## src/rtl/bbr_pkg.sv

```systemverilog
// Shared constants, config struct and a coordinate function for the reflect-101 box blur.
package bbr_pkg;
  localparam int unsigned DefMaxWidth  = 1024;
  localparam int unsigned DefMaxKernel = 7;
  localparam int unsigned MaxHeight    = 1024;
  localparam int unsigned CfgIdxW      = 2;
  localparam int unsigned CfgDataW     = 11;

  localparam logic [CfgIdxW-1:0] RegFrameWidth  = 2'd0;
  localparam logic [CfgIdxW-1:0] RegFrameHeight = 2'd1;
  localparam logic [CfgIdxW-1:0] RegKernelSize  = 2'd2;

  localparam logic KindPixel = 1'b0;
  localparam logic KindDrain = 1'b1;

  typedef struct packed {
    logic [10:0] frame_width;
    logic [10:0] frame_height;
    logic [2:0]  kernel_size;
  } cfg_t;

  // Reflect-101 of a signed coordinate, clamped into 0..size-1.
  function automatic logic [12:0] reflect101(input logic signed [13:0] n,
                                             input logic [11:0] size);
    logic signed [14:0] m;
    logic signed [14:0] s;
    s = $signed({3'b000, size});
    m = {n[13], n};
    if (m < 0) m = -m;
    else if (m >= s) m = 15'(2 * s - m - 15'sd2);
    if (m < 0) m = '0;
    if (m > s - 15'sd1) m = s - 15'sd1;
    return m[12:0];
  endfunction
endpackage

```

## src/rtl/bbr_divider.sv

```systemverilog
// Restoring divider, one quotient bit per cycle.
module bbr_divider import bbr_pkg::*; #(
  parameter int unsigned NumW = 24,
  parameter int unsigned DenW = 12
) (
  input  logic            clk_i,
  input  logic            rst_ni,
  input  logic            start_i,
  input  logic [NumW-1:0] num_i,
  input  logic [DenW-1:0] den_i,
  output logic            done_o,
  output logic [NumW-1:0] quot_o
);
  localparam int unsigned CntW = $clog2(NumW + 1);
  logic [NumW-1:0] quot_q, quot_d;
  logic [DenW:0]   rem_q, rem_d;
  logic [DenW-1:0] den_q;
  logic [CntW-1:0] cnt_q, cnt_d;
  logic            busy_q, busy_d, done_q, done_d;
  logic [DenW:0]   trial;

  always_comb begin
    quot_d = quot_q; rem_d = rem_q; cnt_d = cnt_q; busy_d = busy_q; done_d = 1'b0;
    trial  = {rem_q[DenW-1:0], quot_q[NumW-1]};
    if (start_i) begin
      quot_d = num_i; rem_d = '0; cnt_d = CntW'(NumW); busy_d = 1'b1;
    end else if (busy_q) begin
      if (trial >= {1'b0, den_q}) begin
        rem_d = trial - {1'b0, den_q};
        quot_d = {quot_q[NumW-2:0], 1'b1};
      end else begin
        rem_d = trial;
        quot_d = {quot_q[NumW-2:0], 1'b0};
      end
      cnt_d = cnt_q - 1'b1;
      if (cnt_q == CntW'(1)) begin
        busy_d = 1'b0; done_d = 1'b1;
      end
    end
  end

  always_ff @(posedge clk_i or negedge rst_ni) begin
    if (!rst_ni) begin
      busy_q <= 1'b0; done_q <= 1'b0; cnt_q <= '0;
    end else begin
      busy_q <= busy_d; done_q <= done_d; cnt_q <= cnt_d;
    end
  end
  always_ff @(posedge clk_i) begin
    quot_q <= quot_d; rem_q <= rem_d;
    if (start_i) den_q <= den_i;
  end
  assign done_o = done_q;
  assign quot_o = quot_q;
endmodule

```

## config.mk

```make
export PLATFORM = sky130hd
export DESIGN_NAME = bbr_divider
export DESIGN_NICKNAME = d
export VERILOG_FILES = /design/src/rtl/bbr_pkg.sv /design/src/rtl/bbr_divider.sv
export SDC_FILE = /design/constraint.sdc
export NUM_CORES = 1
export LEC_CHECK = 0
export BUFFER_PORTS_ARGS = -buffer_cell sky130_fd_sc_hd__buf_2
export CAP_MARGIN = 20
export CORE_UTILIZATION = 40
export CTS_CLUSTER_DIAMETER = 120
export CTS_CLUSTER_SIZE = 28
export DETAILED_ROUTE_END_ITERATION = 10
export SLEW_MARGIN = 20
export SYNTH_ARGS = -nofsm -noshare
export SYNTH_HDL_FRONTEND = slang
export SYNTH_SLANG_ARGS = --single-unit
```

## constraint.sdc

```tcl
create_clock -name clk_i -period 2.3 [get_ports clk_i]
set_clock_uncertainty 0.15 [all_clocks]
set_input_delay 0.115 -clock clk_i [delete_from_list [all_inputs] [get_ports clk_i]]
set_output_delay 0.115 -clock clk_i [all_outputs]
set_load 0.1 [all_outputs]
```

==> flow_summary.json, run 1 <==
{
  "grtUsageTotal_pct": 18.1,
  "ant_nets": 0,
  "routabilityCongestion": 0.860,
  "syn_inst": 239,
  "slew-limit-headroom_pct": 66.6,
  "syn2layout_area_growth_pct": 42.6,
  "syn_avg_cell_area_um2": 12.2,
  "ys_ff_latch": 55,
  "vias": 2252,
  "powerDensity_mw_per_mm2": 1020,
  "synthFlopType": "edfxtp_1",
  "crit_required_ns": 2.34,
  "synthesis.nets": 293,
  "use_met3_pct": 3.32,
  "ys_warn_count": 0,
  "rsz0062_at_grt": "true",
  "worst_pin_slew_ns": 0.505,
  "synth_xor_area_share_pct": 3.62,
  "hold_class": "in -> async",
  "leakage_uw": 0.00178,
  "multi_input_area_mm2": 0.00142,
  "clockBufferDepth": 2,
  "crit_fanout": 3,
  "p_int_uw": 2450,
  "die_w_um": 87.2,
  "root_buffer": "clkbuf_8",
  "start_kind": "flip-flop",
  "first_pass_iters": 4,
  "drtIter0Drc": 82,
  "cts_made_buffers": 5,
  "grt_pass1_vias": 2247,
  "min_period_ns": 2.38,
  "p_switching_uw": 1770,
  "setup_violations": 6,
  "synth.area.top_cells": "edfxtp_1 (37%), mux2_2 (9.3%), dfxtp_1 (8.3%)",
  "grt_first_pass_wirelength_mm": 10.6,
  "cts.sinks": 55,
  "failed_checks": "setup timing",
  "dp_hpwl_mm": 4.39,
  "vias_per_cell": 4.82,
  "cp-end-kind": "flip-flop",
  "max_freq_ghz": 0.420,
  "setup_ws_ns": -0.0788,
  "busiest_layer": "met2",
  "path_clk_slew_ns": 0.11,
  "fin_crit_sh_pct": 103,
  "wl_per_cell_um": 14.4,
  "synth-async-reset-ratio_pct": 12.7,
  "ir_worst_vdd_v": 0.000689,
  "fillers": 587,
  "port_buffers": 63,
  "synth_edf_count": 36,
  "grt_max_degree": 28,
  "p_clk_share_pct": 13.1,
  "use_met1_pct": 24.2,
  "setup_tns_ns": -0.276,
  "routed_wl_mm": 6.70,
  "drc": 0,
  "power_uw": 4230,
  "yosys.area_share.adder_pct": 6.72,
  "die_y_um": 87.2,
  "synth_cell_types": 54,
  "drive_above_1_share_pct": 46.1,
  "clk-insertion-delay-late_ns": 0.31,
  "gr-total-overflow": 0,
  "syn_area_mm2": 0.00290,
  "final_core_utilization_pct": 59.9,
  "critPathKind": "reg -> reg",
  "synth-seq-area-share_pct": 51.5,
  "dieArea_mm2": 0.00760,
  "ctsHtreeMaxLevel": 2,
  "rows": 30,
  "hold_viol_final": 0,
  "maxCapViolations": 0,
  "synth_top_area_share_pct": 37.2,
  "swShare_pct": 41.9,
  "comb_power_share_pct": 54.4,
  "drv_slew": 0,
  "synth_mux_area_share_pct": 9.65,
  "antenna_found_initial": 0,
  "synth_compound_area_share_pct": 14.4,
  "seqPwrFrac_pct": 32.5,
  "tritoncts": "yes",
  "synth_top_family_by_area": "compound AO/OA/AOI/OAI gates",
  "yosys.area_share.simple_pct": 9.95,
  "yosysTopAreaCell": "edfxtp_1",
  "use_met2_pct": 30.9,
  "arrival_ns": 2.42,
  "register_area_mm2": 0.00150,
  "ios": 64,
  "start_util_pct": 42.0,
  "core-area_mm2": 0.00691,
  "status": "finished with violations",
  "diodes": 0,
  "nNetsFinal": 424
}
==> layout make-up <==
cell class / count / share of cell area [%]
clock buffer: 5 / 1.66
clock inverter: 3 / 0.544
inverter: 17 / 1.54
multi-input combinational: 157 / 34.2
sequential: 55 / 36.1
tap: 96 / 2.90
timing repair buffer: 134 / 23.0
==> cells in the final DEF, fill, tap and decap left out, types with 2 or more instances in the layout <==
cell           netlist  final
buf_2                0     63
dlygate4sd3_1        0     37
edfxtp_1            36     36
buf_4                0     32
mux2_2              24     24
nor2_1              18     18
inv_1               17     15
dfxtp_1             12     12
nand2_2              5     11
xnor2_1             10     10
ha_1                14     10
nand2_1             16      9
a311oi_2             8      8
dfrtp_1              7      7
clkbuf_8             0      5
a21o_1               4      4
o21ai_0              5      4
nand3_1              4      3
a21oi_1              4      3
inv_2                0      2
nand4_1              2      2
a211oi_4             0      2
o21ai_1              1      2
a211o_1              2      2
xor2_1               2      2
a211oi_1             3      2
o221ai_1             2      2
and2_4               1      2
nand3b_1             2      2
nor3_1               2      2
ha_2                 0      2
ha_4                 0      2
==> stage by stage <==
step           instance area (um^2)  hold WS [ns]  worst slack (ns)  cells
3_5_place_dp                   3530        -0.191            -0.154    414
6_report                       4140        0.0102           -0.0788    467
3_3_place_gp                   3530        -0.194           -0.0843    414
4_1_cts                        4040       0.00209            -0.134    462
2_1_floorplan                  2930        -0.331            -0.512    239
5_1_grt                        4140        0.0295            -0.204    467
==> critical path, cell delays in order, from the launching register on <==
cell and delay [ns]:
edfxtp_1 0.40, inv_1 0.07, ha_2 0.18, inv_2 0.04
fa_2 0.37, a211oi_4 0.26, o21bai_2 0.12, a2111oi_2 0.31
a21oi_1 0.09, xnor2_1 0.14, o221ai_1 0.12
==> sequential cells by signal, summed over array words and instances (netlist names) <==
name / count
cnt_q: 5
done_o: 1
den_q: 12
quot_o: 24
rem_q: 12
busy_q: 1
==> per-layer routing <==
metal	vias up	wire, um
met2	32	3390
met1	1076	3120
met3	4	132
met4	0	54
li1	1140	-
met5	-	0
==> cell usage after synthesis, types with 3 or more instances <==
library cell and instances:
nand2_1 16, dfrtp_1 7, ha_1 14, o21ai_0 5
a211oi_1 3, nand2_2 5, xnor2_1 10, a21oi_1 4
a311oi_2 8, edfxtp_1 36, nor2_1 18, clkbuf_1 8
mux2_2 24, inv_1 17, dfxtp_1 12, nand3_1 4
a21o_1 4
==> worst paths after layout <==
check                                     start               endpoint  slack, ns  depth (start not counted)
min in group clk_i                      start_i  rem_q[9]$_SDFFE_PP0P_       0.10                          2
max reg2reg                quot_o[23]$_DFFE_PP_  rem_q[8]$_SDFFE_PP0P_      -0.08                         10
min                                      rst_ni   cnt_q[1]$_DFFE_PN0P_       0.01                          2
max in group asynchronous                rst_ni   cnt_q[3]$_DFFE_PN0P_       1.83                          2
max                        quot_o[23]$_DFFE_PP_  rem_q[8]$_SDFFE_PP0P_      -0.08                         10
min reg2reg                cnt_q[4]$_DFFE_PN0P_   cnt_q[4]$_DFFE_PN0P_       0.38                          2
==> kinds of logic (layout without fill, tap and decap cells) <==
family / after synthesis / count (layout)
mux: 25 / 25
xor+xnor: 12 / 12
simple gates: 59 / 60
flops: 55 / 55
buf+inv: 28 / 159
compound gates: 45 / 45
fa+ha+maj: 15 / 15
==> repair_timing <==
action / CTS / global route
cloned: 1 / 0
buffers inserted: 2 / 5
pin swaps: 5 / 5
endpoints found under the hold margin: 43 / 0
resized for setup: 8 / 11
setup endpoints to repair: 7 / 12
hold buffers: 37 / 0
==> power by group through the flow <==
stage	sequential, uW	clock (uW)	combinational (uW)
global placement	1380	0	1990
floorplan	1800	0	1120
global route	1400	618	2450
finish	1380	553	2300
detailed placement	1380	0	2000
CTS	1370	577	2130
(Power assumes the default switching activity.)
==> run 2, diff against run 1 <==
--- a/config.mk
+++ b/config.mk
@@ -7,7 +7,7 @@
 export LEC_CHECK = 0
 export BUFFER_PORTS_ARGS = -buffer_cell sky130_fd_sc_hd__buf_2
 export CAP_MARGIN = 20
-export CORE_UTILIZATION = 40
+export CORE_UTILIZATION = 33
 export CTS_CLUSTER_DIAMETER = 120
 export CTS_CLUSTER_SIZE = 28
 export DETAILED_ROUTE_END_ITERATION = 10
==> run 2 against run 1 <==
  * The run still ends with setup timing left
  * Clock power is 4.5% higher
  * Fmax is 1.7% lower
  * Routed wire length is 5.6% lower
  * Cell count is 0.64% lower
  * Non-clock buffer count is 12 lower
  * Register-to-register slack worse by 0.04 ns
  * Power is 2.3% lower
  * Global-route usage is 3.8 points lower
  * Via count is 2.0% lower
  * Die area is 21% higher
  * First-iteration DRC count is 54% higher
  * Final area is 2.1% lower
  * Critical path type unchanged
  * Critical endpoint unchanged
==> flow_summary.json, run 2 (same netlist as run 1, synthesis figures left out) <==
{
  "grt_first_pass_wirelength_mm": 9.98,
  "setup_violations": 3,
  "dpl.cell_count": 415,
  "rows": 33,
  "route.met2.wl_mm": 3.22,
  "wl_per_cell_um": 13.6,
  "hold_viol_final": 0,
  "arrival_ns": 2.46,
  "routabilityCongestion": 0.813,
  "tritoncts": "yes",
  "ios": 64,
  "max_freq_ghz": 0.413,
  "grtUsageTotal_pct": 14.3,
  "start_util_pct": 34.6,
  "critPathKind": "reg -> reg",
  "leakage_uw": 0.00170,
  "final_cell_mix": "buf_2 (63), dlygate4sd3_1 (37), edfxtp_1 (36)",
  "drive_above_1_share_pct": 44.8,
  "final_common_cell": "buf_2",
  "nNetsFinal": 412,
  "root_buffer": "clkbuf_8",
  "place_ws_ns": -0.105,
  "instances_no_fill": 464,
  "rsz0062_at_grt": "true",
  "grt_max_degree": 25,
  "maxCapViolations": 0,
  "wl_met3_um": 124,
  "path_clk_slew_ns": 0.11,
  "setup_ws_ns": -0.119,
  "die_w_um": 95.8,
  "ant_nets": 0,
  "crit_path_cell_trace": "inv_1 -> ha_2 -> inv_2 -> fa_2 -> a211oi_2 -> o21bai_2 -> a2111oi_1 -> a21oi_1 -> xnor2_1 -> o221ai_1",
  "ctsHtreeMaxLevel": 2,
  "die_y_um": 95.8,
  "dieArea_mm2": 0.00918,
  "drt-met1-wl_mm": 2.93,
  "gr-total-overflow": 0,
  "crit_fanout": 3,
  "crit_required_ns": 2.34,
  "powerDensity_mw_per_mm2": 1020,
  "dp_hpwl_mm": 4.30,
  "min_period_ns": 2.42,
  "vias": 2207,
  "hold_class": "in -> async",
  "antenna_found_initial": 0,
  "cp-end-kind": "flip-flop",
  "clk-insertion-delay-late_ns": 0.31,
  "routed.top_layer": "met4",
  "slowest_delay_ns": 0.39,
  "fin_crit_sh_pct": 105,
  "failed_checks": "setup timing",
  "start_kind": "flip-flop",
  "core-area_mm2": 0.00838,
  "first_pass_iters": 4,
  "cts.sinks": 55,
  "port_buffers": 63,
  "drc": 0,
  "diodes": 0,
  "largest_reg_flops": 24,
  "drtIter0Drc": 126,
  "routed_wl_mm": 6.33,
  "status": "finished with violations",
  "drv_slew": 0,
  "vias_per_cell": 4.76,
  "ir_worst_vdd_v": 0.000450,
  "syn2layout_area_growth_pct": 39.6,
  "final_core_utilization_pct": 48.4,
  "slew-limit-headroom_pct": 62.8,
  "grt_pass1_vias": 2062,
  "clockBufferDepth": 2,
  "cts_made_buffers": 5,
  "crit_slowest_cell": "edfxtp_1",
  "worst_pin_slew_ns": 0.557
}
-- run 2: worst paths after layout --
kind | startpoint | to | slack (ns) | depth (start not counted)
max | quot_o[23]$_DFFE_PP_ | rem_q[8]$_SDFFE_PP0P_ | -0.12 | 10
min reg2reg | rem_q[6]$_SDFFE_PP0P_ | rem_q[6]$_SDFFE_PP0P_ | 0.38 | 2
max reg2reg | quot_o[23]$_DFFE_PP_ | rem_q[8]$_SDFFE_PP0P_ | -0.12 | 10
min | rst_ni | cnt_q[4]$_DFFE_PN0P_ | 0.004 | 2
max in group asynchronous | rst_ni | cnt_q[0]$_DFFE_PN0P_ | 1.83 | 2
min in group clk_i | start_i | den_q[7]$_DFFE_PP_ | 0.04 | 1
-- run 2: routing by layer --
layer | global-route usage [%] | up-vias
met5 | 0 | -
met3 | 2.61 | 5
li1 | - | 1116
met1 | 19.3 | 1053
met2 | 23.8 | 33
met4 | 3.36 | 0
-- run 2: report_power, final --
group	switching, uW	internal [uW]	leakage (uW)	total [uW]
Sequential	129	1240	0.000551	1370
Clock	355	223	0.0000452	578
Combinational	1260	919	0.00111	2180
Total	1740	2390	0.00170	4130
-- run 2: layout make-up --
type | instances | area [um^2]
multi-input combinational | 157 | 1410
fill | 772 | 4330
sequential | 55 | 1500
clock buffer | 5 | 68.8
tap | 105 | 131
timing repair buffer | 122 | 863
clock inverter | 3 | 25.0
inverter | 17 | 63.8
-- run 2: worst max-delay path, delay by kind of cell (launching register included) --
| kind | cells | cell delay (ns) |
|---|---|---|
| buffers and inverters | 2 | 0.11 |
| xor gates and xnor gates | 1 | 0.16 |
| AOI/OAI and AO/OA | 5 | 0.97 |
| adders and majority gates | 2 | 0.52 |
| DFF | 1 | 0.39 |
-- run 2: stage by stage --
stage	instance area, um^2	hold WS [ns]	TNS [ns]	power, uW
2_1_floorplan	2930	-0.331	-4.56	2920
3_3_place_gp	3480	-0.190	-0.0745	3350
3_5_place_dp	3480	-0.189	-0.105	3360
4_1_cts	3950	0.00569	-0.130	4010
5_1_grt	4050	0.0273	-0.603	4390
6_report	4050	0.00385	-0.156	4130
-- run 2: what timing repair did --
item	CTS	global route
hold buffers	37	0
buffers inserted	0	3
resized for setup	1	18
gates cloned	0	1
endpoints found under the hold margin	43	0
pin swaps	0	9
setup endpoints to repair	2	12
==> run 3, diff against run 2 <==
==> constraint.sdc (replaced) <==
create_clock -name clk_i -period 2.3 [get_ports clk_i]
set_clock_uncertainty 0.15 [all_clocks]
set_input_delay 0.23 -clock clk_i [delete_from_list [all_inputs] [get_ports clk_i]]
set_output_delay 0.23 -clock clk_i [all_outputs]
set_load 0.1 [all_outputs]
==> run 3 against run 2 <==
  * The run still ends with setup timing left
  * Cell count shrank 5.6%
  * Die area is the same
  * Via count shrank 6.3%
  * Sequential share of layout area grew 2.8 points
  * Power shrank 2.8%
  * Setup slack gained 0.085 ns
  * Global-route usage shrank 1.2 points
  * Core utilization shrank 3.5 points
  * Register-to-register slack gained 0.08 ns
  * Critical path type unchanged
  * Largest cell class unchanged
  * Largest power group unchanged
==> flow_summary.json, run 3 (same netlist as run 1, synthesis figures left out) <==
{
  "rows": 33,
  "drive_above_1_share_pct": 46.2,
  "ant_nets": 0,
  "min_period_ns": 2.33,
  "dieArea_mm2": 0.00918,
  "rsz0062_at_grt": "true",
  "port_buffers": 63,
  "fin_crit_sh_pct": 102,
  "ff2ff_setup_slack_ns": -0.03,
  "arrival_ns": 2.42,
  "cts_made_buffers": 5,
  "maxCapViolations": 0,
  "r2r-end": "rem_q[6]$_SDFFE_PP0P_",
  "grt_max_degree": 32,
  "nNetsFinal": 386,
  "max_freq_ghz": 0.428,
  "rr_startpoint": "quot_o[23]$_DFFE_PP_",
  "setup_violations": 2,
  "powerDensity_mw_per_mm2": 1070,
  "crit_path_cell_trace": "inv_1 -> ha_2 -> inv_2 -> fa_2 -> a211oi_2 -> o21bai_2 -> buf_4 -> a21oi_2 -> xnor2_1 -> mux2i_1 -> a211oi_1",
  "hold_viol_final": 0,
  "grt_pass1_vias": 1875,
  "routed_wl_mm": 5.91,
  "start_kind": "flip-flop",
  "setup_ws_ns": -0.0350,
  "wl_per_cell_um": 13.5,
  "root_buffer": "clkbuf_8",
  "tritoncts": "yes",
  "vias_per_cell": 4.72,
  "ios": 64,
  "crit_required_ns": 2.39,
  "hold_slack_ns": 0.0544,
  "largest_reg_flops": 24,
  "drtIter0Drc": 107,
  "clockBufferDepth": 2,
  "cp-end-kind": "flip-flop",
  "clk-insertion-delay-late_ns": 0.31,
  "reg2regPathDepth": 11,
  "ctsHtreeMaxLevel": 2,
  "start_util_pct": 34.6,
  "slowest_delay_ns": 0.40,
  "drc": 0,
  "cp-startpoint": "quot_o[23]$_DFFE_PP_",
  "drv_slew": 0,
  "grtUsageTotal_pct": 13.1,
  "antenna_found_initial": 0,
  "failed_checks": "setup timing",
  "first_pass_iters": 4,
  "crit_slowest_cell": "edfxtp_1",
  "die_y_um": 95.8,
  "final_common_cell": "buf_2",
  "leakage_uw": 0.00161,
  "ir_worst_vdd_v": 0.000401,
  "routabilityCongestion": 0.849,
  "dpl.cell_count": 414,
  "core-area_mm2": 0.00838,
  "syn2layout_area_growth_pct": 29.6,
  "hold_class": "in -> reg",
  "status": "finished with violations",
  "crit_fanout": 3,
  "die_w_um": 95.8,
  "worst_pin_slew_ns": 0.600,
  "grt_first_pass_wirelength_mm": 9.14,
  "dp_hpwl_mm": 4.29,
  "vias": 2067,
  "final_cell_mix": "buf_2 (63), edfxtp_1 (36), mux2_2 (24)",
  "place_ws_ns": -0.116,
  "critPathKind": "reg -> reg",
  "diodes": 0,
  "instances_no_fill": 438,
  "slew-limit-headroom_pct": 60.0,
  "gr-total-overflow": 0,
  "path_clk_slew_ns": 0.11,
  "cts.sinks": 55,
  "worstSetupEndpoint": "rem_q[6]$_SDFFE_PP0P_"
}
## run 3: changes by cell type in the layout (fill, tap and decap cells not counted), sizes merged
cell	before	now
dlygate4sd3	37	13
buf	85	83
## run 3: worst min-delay path by stage
| stage | startpoint | depth (start not counted) | slack [ns] | endpoint |
|---|---|---|---|---|
| after floorplan | rst_ni | 0 | -0.22 | busy_q$_DFF_PN0_ |
| after global placement | rst_ni | 1 | -0.07 | done_o$_DFF_PN0_ |
| after detailed placement | rst_ni | 1 | -0.07 | cnt_q[0]$_DFFE_PN0P_ |
| after CTS | num_i[13] | 2 | 0.05 | quot_o[13]$_DFFE_PP_ |
| after global routing | num_i[11] | 2 | 0.04 | quot_o[11]$_DFFE_PP_ |
| final | num_i[13] | 2 | 0.05 | quot_o[13]$_DFFE_PP_ |
## run 3: cell type report
class | count | area [um^2]
clock buffer | 5 | 68.8
fill | 805 | 4620
tap | 105 | 131
clock inverter | 3 | 27.5
sequential | 55 | 1500
inverter | 17 | 63.8
timing repair buffer | 96 | 608
multi-input combinational | 157 | 1370
## run 3: routing by layer
layer  up-vias  GRT usage [%]  routed length, um
met1       968           17.5               2780
met5         -              0                  0
met4         0           3.86                 70
li1       1066              -                  -
met3         5           2.53                137
met2        28           21.6               2920
## run 3: worst max-delay path, delay by kind of cell, from the launching register on
kind            cells  cell delay, ns
buf+inv             3            0.26
fa+ha+maj           2            0.52
flops               1            0.40
compound gates      4            0.69
mux                 1            0.10
xor+xnor            1            0.14
## run 3: power by group
| group | switching (uW) | internal (uW) |
|---|---|---|
| clock | 351 | 227 |
| sequential | 120 | 1240 |
| combinational | 1230 | 841 |
| total | 1700 | 2310 |
## run 3: what timing repair did
action,CTS,global route
pin swaps,0,7
buffers inserted,0,2
hold buffers,13,0
setup endpoints to repair,2,11
endpoints found under the hold margin,19,0
resized for setup,1,9
gates cloned,0,1
## run 3: stage by stage
step | util [%] | total power (uW) | TNS (ns) | instance area [um^2]
after detailed placement | 41.4 | 3370 | -0.116 | 3470
after global placement | 41.4 | 3350 | -0.0659 | 3470
after floorplan | - | 2920 | -4.56 | 2930
final | 44.9 | 4020 | -0.0677 | 3760
after CTS | 44.1 | 3980 | -0.104 | 3700
after global routing | 44.9 | 4260 | -0.644 | 3760
